**src/design/twtm_pkg.sv**
```systemverilog
// shared types and constants of the time window table matcher
package twtm_pkg;

    localparam int unsigned TIME_W  = 17;
    localparam int unsigned INDEX_W = 3;

    localparam logic [TIME_W-1:0] DAY_SECONDS = 17'd86400;

    localparam logic OP_WRITE = 1'b0;
    localparam logic OP_QUERY = 1'b1;

    typedef struct packed {
        logic               op;
        logic [INDEX_W-1:0] entry_index;
        logic [TIME_W-1:0]  window_start;
        logic [TIME_W-1:0]  window_end;
        logic [TIME_W-1:0]  now_seconds;
    } t_req;

    typedef struct packed {
        logic               write_accepted;
        logic               active_found;
        logic [INDEX_W-1:0] active_index;
        logic               next_found;
        logic [INDEX_W-1:0] next_index;
        logic [TIME_W-1:0]  next_wait;
    } t_rsp;

endpackage

```
**src/design/time_window_table_matcher_core.sv**
```systemverilog
// time window table matcher: window table in a synchronous memory, query scan sequencer
// write request: table updated at the accepting edge, result strobe in the next cycle
// query request: the scan reads one entry per cycle from the single memory read port,
//   then passes the stage 1, stage 2 and result registers; busy until the result strobe,
//   so no new request is taken before the query's result
// reset (synchronous, active low) clears the sequencer and all valid marks; the
//   window memory is not cleared, its entries are only used behind a valid mark
// the receiver cannot stall: each result is shown for exactly one cycle
module time_window_table_matcher_core
    import twtm_pkg::*;
#(
    parameter int unsigned ENTRIES = 8
) (
    input  logic i_clk,
    input  logic i_rst_n,
    input  logic start,
    output logic busy,
    input  t_req i_req,
    output logic o_valid,
    output t_rsp o_rsp
);

    localparam int unsigned IDX_W = (ENTRIES > 1) ? $clog2(ENTRIES) : 1;
    localparam int unsigned MEM_W = 2 * TIME_W;
    localparam logic [IDX_W-1:0] LAST_IDX = IDX_W'(ENTRIES - 1);

    // sequencer codes
    localparam logic [1:0] ST_IDLE  = 2'd0;
    localparam logic [1:0] ST_READ  = 2'd1;
    localparam logic [1:0] ST_DRAIN = 2'd2;

    // window memory: {start, end} per entry, one write and one read port
    logic [MEM_W-1:0] r_mem [ENTRIES];
    logic [ENTRIES-1:0] r_valid;

    logic [1:0]        r_state;
    logic [IDX_W-1:0]  r_rd_idx;
    logic [TIME_W-1:0] r_now;
    logic [TIME_W-1:0] r_now_mod;

    // stage 1: memory read data with its index and valid mark
    logic [MEM_W-1:0]  r_mem_q;
    logic              r_s1_vld;
    logic              r_s1_last;
    logic              r_s1_mark;
    logic [IDX_W-1:0]  r_s1_idx;

    // stage 2: window hit and wait of one entry
    logic              r_s2_vld;
    logic              r_s2_last;
    logic              r_s2_mark;
    logic              r_s2_hit;
    logic [IDX_W-1:0]  r_s2_idx;
    logic [TIME_W-1:0] r_s2_wait;

    // running results of the scan
    logic              r_act;
    logic [IDX_W-1:0]  r_act_idx;
    logic              r_nxt;
    logic [IDX_W-1:0]  r_nxt_idx;
    logic [TIME_W-1:0] r_best;
    logic              n_act;
    logic [IDX_W-1:0]  n_act_idx;
    logic              n_nxt;
    logic [IDX_W-1:0]  n_nxt_idx;
    logic [TIME_W-1:0] n_best;

    logic              accept;
    logic              wr_req;
    logic              qry_req;
    logic              wr_in_range;
    logic              wr_ok;
    logic [IDX_W-1:0]  wr_addr;
    logic [TIME_W-1:0] s1_start;
    logic [TIME_W-1:0] s1_end;
    logic              s1_hit;
    logic [TIME_W:0]   s1_wait;
    logic [TIME_W-1:0] now_mod;

    assign busy    = (r_state != ST_IDLE);
    assign accept  = start && !busy;
    assign wr_req  = accept && (i_req.op == OP_WRITE);
    assign qry_req = accept && (i_req.op == OP_QUERY);

    // writes beyond the table are dropped and reported as not accepted
    assign wr_in_range = (32'(i_req.entry_index) < ENTRIES);
    assign wr_addr     = IDX_W'(i_req.entry_index);
    assign wr_ok       = (i_req.window_start != i_req.window_end)
                      && (i_req.window_start < DAY_SECONDS)
                      && (i_req.window_end < DAY_SECONDS);

    // now below two days, so one conditional subtract reduces it into the day
    assign now_mod = (i_req.now_seconds >= DAY_SECONDS)
                   ? i_req.now_seconds - DAY_SECONDS : i_req.now_seconds;

    // memory write port
    always_ff @(posedge i_clk) begin
        if (wr_req && wr_in_range) begin
            r_mem[wr_addr] <= {i_req.window_start, i_req.window_end};
        end
    end

    // memory read port, one entry per cycle while scanning
    always_ff @(posedge i_clk) begin
        if (r_state == ST_READ) begin
            r_mem_q <= r_mem[r_rd_idx];
        end
    end

    always_ff @(posedge i_clk) begin
        if (!i_rst_n) begin
            r_valid <= '0;
        end else if (wr_req && wr_in_range) begin
            r_valid[wr_addr] <= wr_ok;
        end
    end

    // scan sequencer; busy keeps writes off the memory during a scan
    always_ff @(posedge i_clk) begin
        if (!i_rst_n) begin
            r_state  <= ST_IDLE;
            r_rd_idx <= '0;
        end else begin
            case (r_state)
                ST_IDLE: begin
                    if (qry_req) begin
                        r_state  <= ST_READ;
                        r_rd_idx <= '0;
                    end
                end
                ST_READ: begin
                    if (r_rd_idx == LAST_IDX) begin
                        r_state <= ST_DRAIN;
                    end else begin
                        r_rd_idx <= r_rd_idx + 1'b1;
                    end
                end
                ST_DRAIN: begin
                    if (r_s2_vld && r_s2_last) begin
                        r_state <= ST_IDLE;
                    end
                end
                default: begin
                    r_state <= ST_IDLE;
                end
            endcase
        end
    end

    always_ff @(posedge i_clk) begin
        if (qry_req) begin
            r_now     <= i_req.now_seconds;
            r_now_mod <= now_mod;
        end
    end

    // stage 1 control travels beside the read data
    always_ff @(posedge i_clk) begin
        if (!i_rst_n) begin
            r_s1_vld <= 1'b0;
        end else begin
            r_s1_vld <= (r_state == ST_READ);
        end
    end

    always_ff @(posedge i_clk) begin
        r_s1_last <= (r_rd_idx == LAST_IDX);
        r_s1_mark <= r_valid[r_rd_idx];
        r_s1_idx  <= r_rd_idx;
    end

    // containment test and wrapped wait of the entry just read
    assign s1_start = r_mem_q[MEM_W-1:TIME_W];
    assign s1_end   = r_mem_q[TIME_W-1:0];
    assign s1_hit   = (s1_start <= r_now) && (r_now <= s1_end);
    assign s1_wait  = (s1_start >= r_now_mod)
                    ? {1'b0, s1_start} - {1'b0, r_now_mod}
                    : {1'b0, s1_start} + {1'b0, DAY_SECONDS} - {1'b0, r_now_mod};

    always_ff @(posedge i_clk) begin
        if (!i_rst_n) begin
            r_s2_vld <= 1'b0;
        end else begin
            r_s2_vld <= r_s1_vld;
        end
    end

    always_ff @(posedge i_clk) begin
        r_s2_last <= r_s1_last;
        r_s2_mark <= r_s1_mark;
        r_s2_hit  <= s1_hit;
        r_s2_idx  <= r_s1_idx;
        r_s2_wait <= s1_wait[TIME_W-1:0];
    end

    // first containing window, soonest start with the lower index on ties
    always_comb begin
        n_act     = r_act;
        n_act_idx = r_act_idx;
        n_nxt     = r_nxt;
        n_nxt_idx = r_nxt_idx;
        n_best    = r_best;
        if (r_s2_vld && r_s2_mark) begin
            if (!r_act && r_s2_hit) begin
                n_act     = 1'b1;
                n_act_idx = r_s2_idx;
            end
            if (!r_nxt || (r_s2_wait < r_best)) begin
                n_nxt     = 1'b1;
                n_nxt_idx = r_s2_idx;
                n_best    = r_s2_wait;
            end
        end
    end

    always_ff @(posedge i_clk) begin
        if (qry_req) begin
            r_act     <= 1'b0;
            r_act_idx <= '0;
            r_nxt     <= 1'b0;
            r_nxt_idx <= '0;
            r_best    <= '0;
        end else begin
            r_act     <= n_act;
            r_act_idx <= n_act_idx;
            r_nxt     <= n_nxt;
            r_nxt_idx <= n_nxt_idx;
            r_best    <= n_best;
        end
    end

    // result register: write results next cycle, query results after the last entry
    always_ff @(posedge i_clk) begin
        if (!i_rst_n) begin
            o_valid <= 1'b0;
        end else begin
            o_valid <= wr_req || (r_s2_vld && r_s2_last);
        end
    end

    always_ff @(posedge i_clk) begin
        if (wr_req) begin
            o_rsp.write_accepted <= wr_in_range && wr_ok;
            o_rsp.active_found   <= 1'b0;
            o_rsp.active_index   <= '0;
            o_rsp.next_found     <= 1'b0;
            o_rsp.next_index     <= '0;
            o_rsp.next_wait      <= '0;
        end else begin
            o_rsp.write_accepted <= 1'b0;
            o_rsp.active_found   <= n_act;
            o_rsp.active_index   <= INDEX_W'(n_act_idx);
            o_rsp.next_found     <= n_nxt;
            o_rsp.next_index     <= INDEX_W'(n_nxt_idx);
            o_rsp.next_wait      <= n_best;
        end
    end

    // a query request always puts the block into its scan
    a_query_busy: assert property (@(posedge i_clk) disable iff (!i_rst_n)
        qry_req |=> busy)
        else $error("query request did not start a scan");

    // the last scanned entry always yields a result strobe
    a_last_strobe: assert property (@(posedge i_clk) disable iff (!i_rst_n)
        (r_s2_vld && r_s2_last) |=> o_valid)
        else $error("scan ended without a result");

    // no read data in flight while the sequencer is idle
    a_idle_empty: assert property (@(posedge i_clk) disable iff (!i_rst_n)
        (r_state == ST_IDLE && $past(r_state) == ST_IDLE) |-> !r_s1_vld)
        else $error("read pipeline active while idle");

endmodule

```
**config.mk**
```make
export PLATFORM = sky130hd
export DESIGN_NAME = time_window_table_matcher_core
export DESIGN_NICKNAME = d
export VERILOG_FILES = /design/src/design/twtm_pkg.sv /design/src/design/time_window_table_matcher_core.sv
export SDC_FILE = /design/constraint.sdc
export NUM_CORES = 1
export LEC_CHECK = 0
export BUFFER_PORTS_ARGS = -buffer_cell sky130_fd_sc_hd__buf_2
export CORE_UTILIZATION = 47
export CTS_CLUSTER_SIZE = 12
export DETAILED_ROUTE_END_ITERATION = 8
export SYNTH_ARGS = -nofsm -noshare
export SYNTH_HDL_FRONTEND = slang
export SYNTH_SLANG_ARGS = --single-unit
export TNS_END_PERCENT = 10
```
**constraint.sdc**
```tcl
create_clock -name i_clk -period 5.6 [get_ports i_clk]
set_clock_uncertainty 0.2 [all_clocks]
set_input_delay 0 -clock i_clk [delete_from_list [all_inputs] [get_ports i_clk]]
set_output_delay 0 -clock i_clk [all_outputs]
set_load 0.005 [all_outputs]
```
==> flow_metrics.env <==
export IMPL_yosysWarningCount=0
export IMPL_postLayoutCellArea_sq_mm=0.02166
export IMPL_die_area_sq_mm=0.03998
export IMPL_syn_inst=1172
export IMPL_cts_buffers=46
export IMPL_initial_core_util_pct=47.65
export IMPL_grtUsageTotal_pct=20.19
export IMPL_path_cells="inv_1, ha_1, ha_1, fa_1, nor2b_1, o221ai_2, a2111oi_2, nor4_1, o21bai_1, xor2_1, mux2_1"
export IMPL_clkLatencyLatePin_ps=590
export IMPL_antenna_cells=0
export IMPL_start_kind="flop"
export IMPL_grt_max_degree=56
export IMPL_p_leak_nw=8.085
export IMPL_cp_buffers_inverters=1
export IMPL_hpwl_microns=24740
export IMPL_ys_seq_area_share_pct=64.62
export IMPL_rows=72
export IMPL_synth_ff_latch_count=428
export IMPL_synth_most_common_cell="edfxtp_1"
export IMPL_cts_buffer_depth=3
export IMPL_path_common_cell="ha_1"
export IMPL_ant_nets=0
export IMPL_cts_tree="yes"
export IMPL_hold_path_depth=2
export IMPL_chipWidth_microns=200.0
export IMPL_crit_slowest_cell="edfxtp_1"
export IMPL_yosysUniqueCellTypes=69
export IMPL_max_stage_delay_ps=400
export IMPL_power_share_clock_pct=40.9
export IMPL_max_freq_mhz=323.2
export IMPL_crit_start="r_now[1]"
export IMPL_r2r_start="r_now[1]"
export IMPL_cts_sinks=428
export IMPL_postCtsSetupBuffers=0
export IMPL_internal_power_mw=5.532
export IMPL_dp_cells=1761
export IMPL_outcome="finished clean"
export IMPL_synthTopCellsByCount="333 x edfxtp_1, 99 x inv_1, 95 x dfxtp_1, 82 x ha_1"
export IMPL_grt_pass1_wl_microns=59600
export IMPL_synth_top_area_share_pct=54.30
export IMPL_numPortBuffers=85
export IMPL_nets=1509
export IMPL_p_seq_share_pct=50.0
export IMPL_dr_total_vias=10080
export IMPL_hold_viol=0
export IMPL_r2r_end="r_s2_wait[15]"
export IMPL_grt_antenna_before_repair=0
export IMPL_synth_area_sq_mm=0.01842
export IMPL_path_clk_slew_ps=60
export IMPL_syn2layout_area_growth_pct=17.62
export IMPL_fin_setup_tns_ps=0
export IMPL_power_density_mw_per_mm2=330.4
export IMPL_wl_per_cell_microns=20.14
export IMPL_core_area_sq_mm=0.03865
export IMPL_r2r_setup_slack_ps=2510
export IMPL_worst_pin_slew_ps=1010
export IMPL_ff2ff_path_depth=11
export IMPL_synth_net_count=1325
export IMPL_worstPathArrival_ps=3340
export IMPL_synth_area_per_cell_sq_um=15.71
export IMPL_min_from="i_req[14]"
export IMPL_worstHoldPathType="in2reg"
export IMPL_htreeDepth=2
export IMPL_synth_edf_count=333
export IMPL_drv_slew=0
export IMPL_routed_via_density=5.284
export IMPL_crit_fanout=3
export IMPL_routed_wl_microns=38430
export IMPL_placed_area_sq_mm=0.01955
export IMPL_worstPathRequired_ps=5850
export IMPL_layout_min_cycle_time_ps=3094
export IMPL_pin_count=86
export IMPL_hold_path_endpoint="r_now[14]"
export IMPL_cp_top_family="adder cells"
export IMPL_synth_top_cell_by_area="edfxtp_1"
export IMPL_drt_iter0_markers=560
export IMPL_drive_gt1_share_pct=21.44
export IMPL_finalWeightedCongestion=0.8045
export IMPL_slew_headroom_pct=32.51
export IMPL_setup_viol=0
export IMPL_end_kind="flop"
export IMPL_cts_root_buffer="clkbuf_16"
export IMPL_finalCritPeriodShare_pct=55.25
export IMPL_rsz0062_at_grt="no"
export IMPL_dr_pass1_iters=5
export IMPL_fillCellCount=3058
export IMPL_ys_top_cells_by_area="edfxtp_1 54%, dfxtp_1 10%, mux4_2 8.6%"
export IMPL_die_h_microns=200.0
export IMPL_finalNonFillerCells=1908
export IMPL_p_sw_mw=1.626
export IMPL_async_flop_share_pct=0
export IMPL_max_cap_violations=0
export IMPL_ir_drop_v=0.0002558
export IMPL_combPwrFrac_pct=9.1
export IMPL_overflow=0
export IMPL_drcViolationCount=0
export IMPL_p_sw_share_pct=22.71
export IMPL_grt_pass1_vias=10360
export IMPL_critPathKind="reg2reg"
export IMPL_synth_flop_cell="edfxtp_1"
export IMPL_ctsResizeCount=0
-- sequential cells by signal (all words and copies together) (netlist names), 2 cells and up --
signal     cells
r_mem        272
r_mem_q       34
o_rsp         26
r_best        17
r_now         17
r_s2_wait     17
r_now_mod     10
r_valid        8
r_act_idx      3
r_nxt_idx      3
r_rd_idx       3
r_s1_idx       3
r_s2_idx       3
r_state        2
-- layer usage --
| layer | routed length (microns) | global-route usage (%) | up-vias |
|---|---|---|---|
| met1 | 17450 | 27.22 | 5073 |
| met2 | 18880 | 33.86 | 182 |
| met5 | 0 | 0 | - |
| met4 | 685 | 5.457 | 0 |
| li1 | - | - | 4780 |
| met3 | 1410 | 3.478 | 47 |
-- worst reg2reg max path, delay by kind of cell (launching register included) --
kind	cells	cell delay [ps]
AOI/OAI and AO/OA	3	440
buffers and inverters	1	60
adders and majority gates	3	970
DFF	1	400
muxes	1	280
xor gates and xnor gates	1	150
and+or+nand+nor	2	460
-- cell type report --
class / instances / area (sq um) / area share (%)
clock inverters: 15 / 193.9 / 0.8953
flip-flops and latches: 428 / 11910 / 54.97
multi-input cells: 614 / 6070 / 28.02
clock buffers: 67 / 1271 / 5.868
well taps: 518 / 648.1 / 2.992
repair buffers: 166 / 1196 / 5.522
inverters: 100 / 375.4 / 1.733
-- through the flow --
step / hold slack (ps) / worst slack (ps) / power [mW] / util, %
floorplan: -101.1 / 643.2 / 4.047 / -
global placement: 42.06 / 2580 / 4.262 / 50.58
detailed placement: 36.54 / 2509 / 4.267 / 50.58
CTS: 6.553 / 2484 / 7.239 / 56.05
global route: 22.53 / 2309 / 7.446 / 56.05
finish: 30.42 / 2506 / 7.157 / 56.05
-- worst max path at each step --
stage                     slack (ps)  cells after the start             to
final                           2510                     11  r_s2_wait[15]
after floorplan                  640                      4    r_mem[0][0]
after global routing            2310                     11  r_s2_wait[15]
after global placement          2580                     11  r_s2_wait[13]
after CTS                       2480                     11  r_s2_wait[15]
after detailed placement        2510                     11  r_s2_wait[15]
-- cells in the final DEF, fill, tap and decap left out, types with 5 or more instances in the layout --
cell and count:
nor2_1 66, a21o_1 19, buf_2 85, xor2_1 19
xnor2_1 31, o21ai_0 19, inv_1 99, o21bai_1 6
nor4_1 6, nor2b_1 10, clkbuf_16 47, buf_4 16
nand3_1 14, a31oi_1 9, a21oi_1 34, a211oi_1 6
nand2_1 30, mux2_1 5, nand2b_1 12, ha_1 82
mux2_2 36, mux4_2 70, mux2i_1 40, clkinv_1 6
fa_1 13, dfxtp_1 92, nand4_1 9, edfxtp_1 333
and2_1 5, clkbuf_1 18, dlygate4sd3_1 65
-- power groups by stage --
stage	Clock (mW)	Combinational (mW)	Sequential (mW)
2_1_floorplan	0	0.434	3.61
3_3_place_gp	0	0.615	3.65
3_5_place_dp	0	0.619	3.65
4_1_cts	3.00	0.660	3.58
5_1_grt	3.14	0.725	3.59
6_report	2.93	0.651	3.58
-- what timing repair did --
action                     4_1_cts  5_1_grt
hold buffers                    65        0
hold endpoints to repair       502        0
setup endpoints to repair        0        0
-- cell families after synthesis --
family                   share of synthesized area [%]
multiplexers                                     13.24
flip-flops                                       64.62
AND/OR/NAND/NOR                                  4.973
XOR/XNOR                                         2.378
adder cells (fa/ha/maj)                          6.984
AO/OA/AOI/OAI                                    5.041
buffers and inverters                            2.758
No activity file was read; power rests on OpenSTA's default activity.
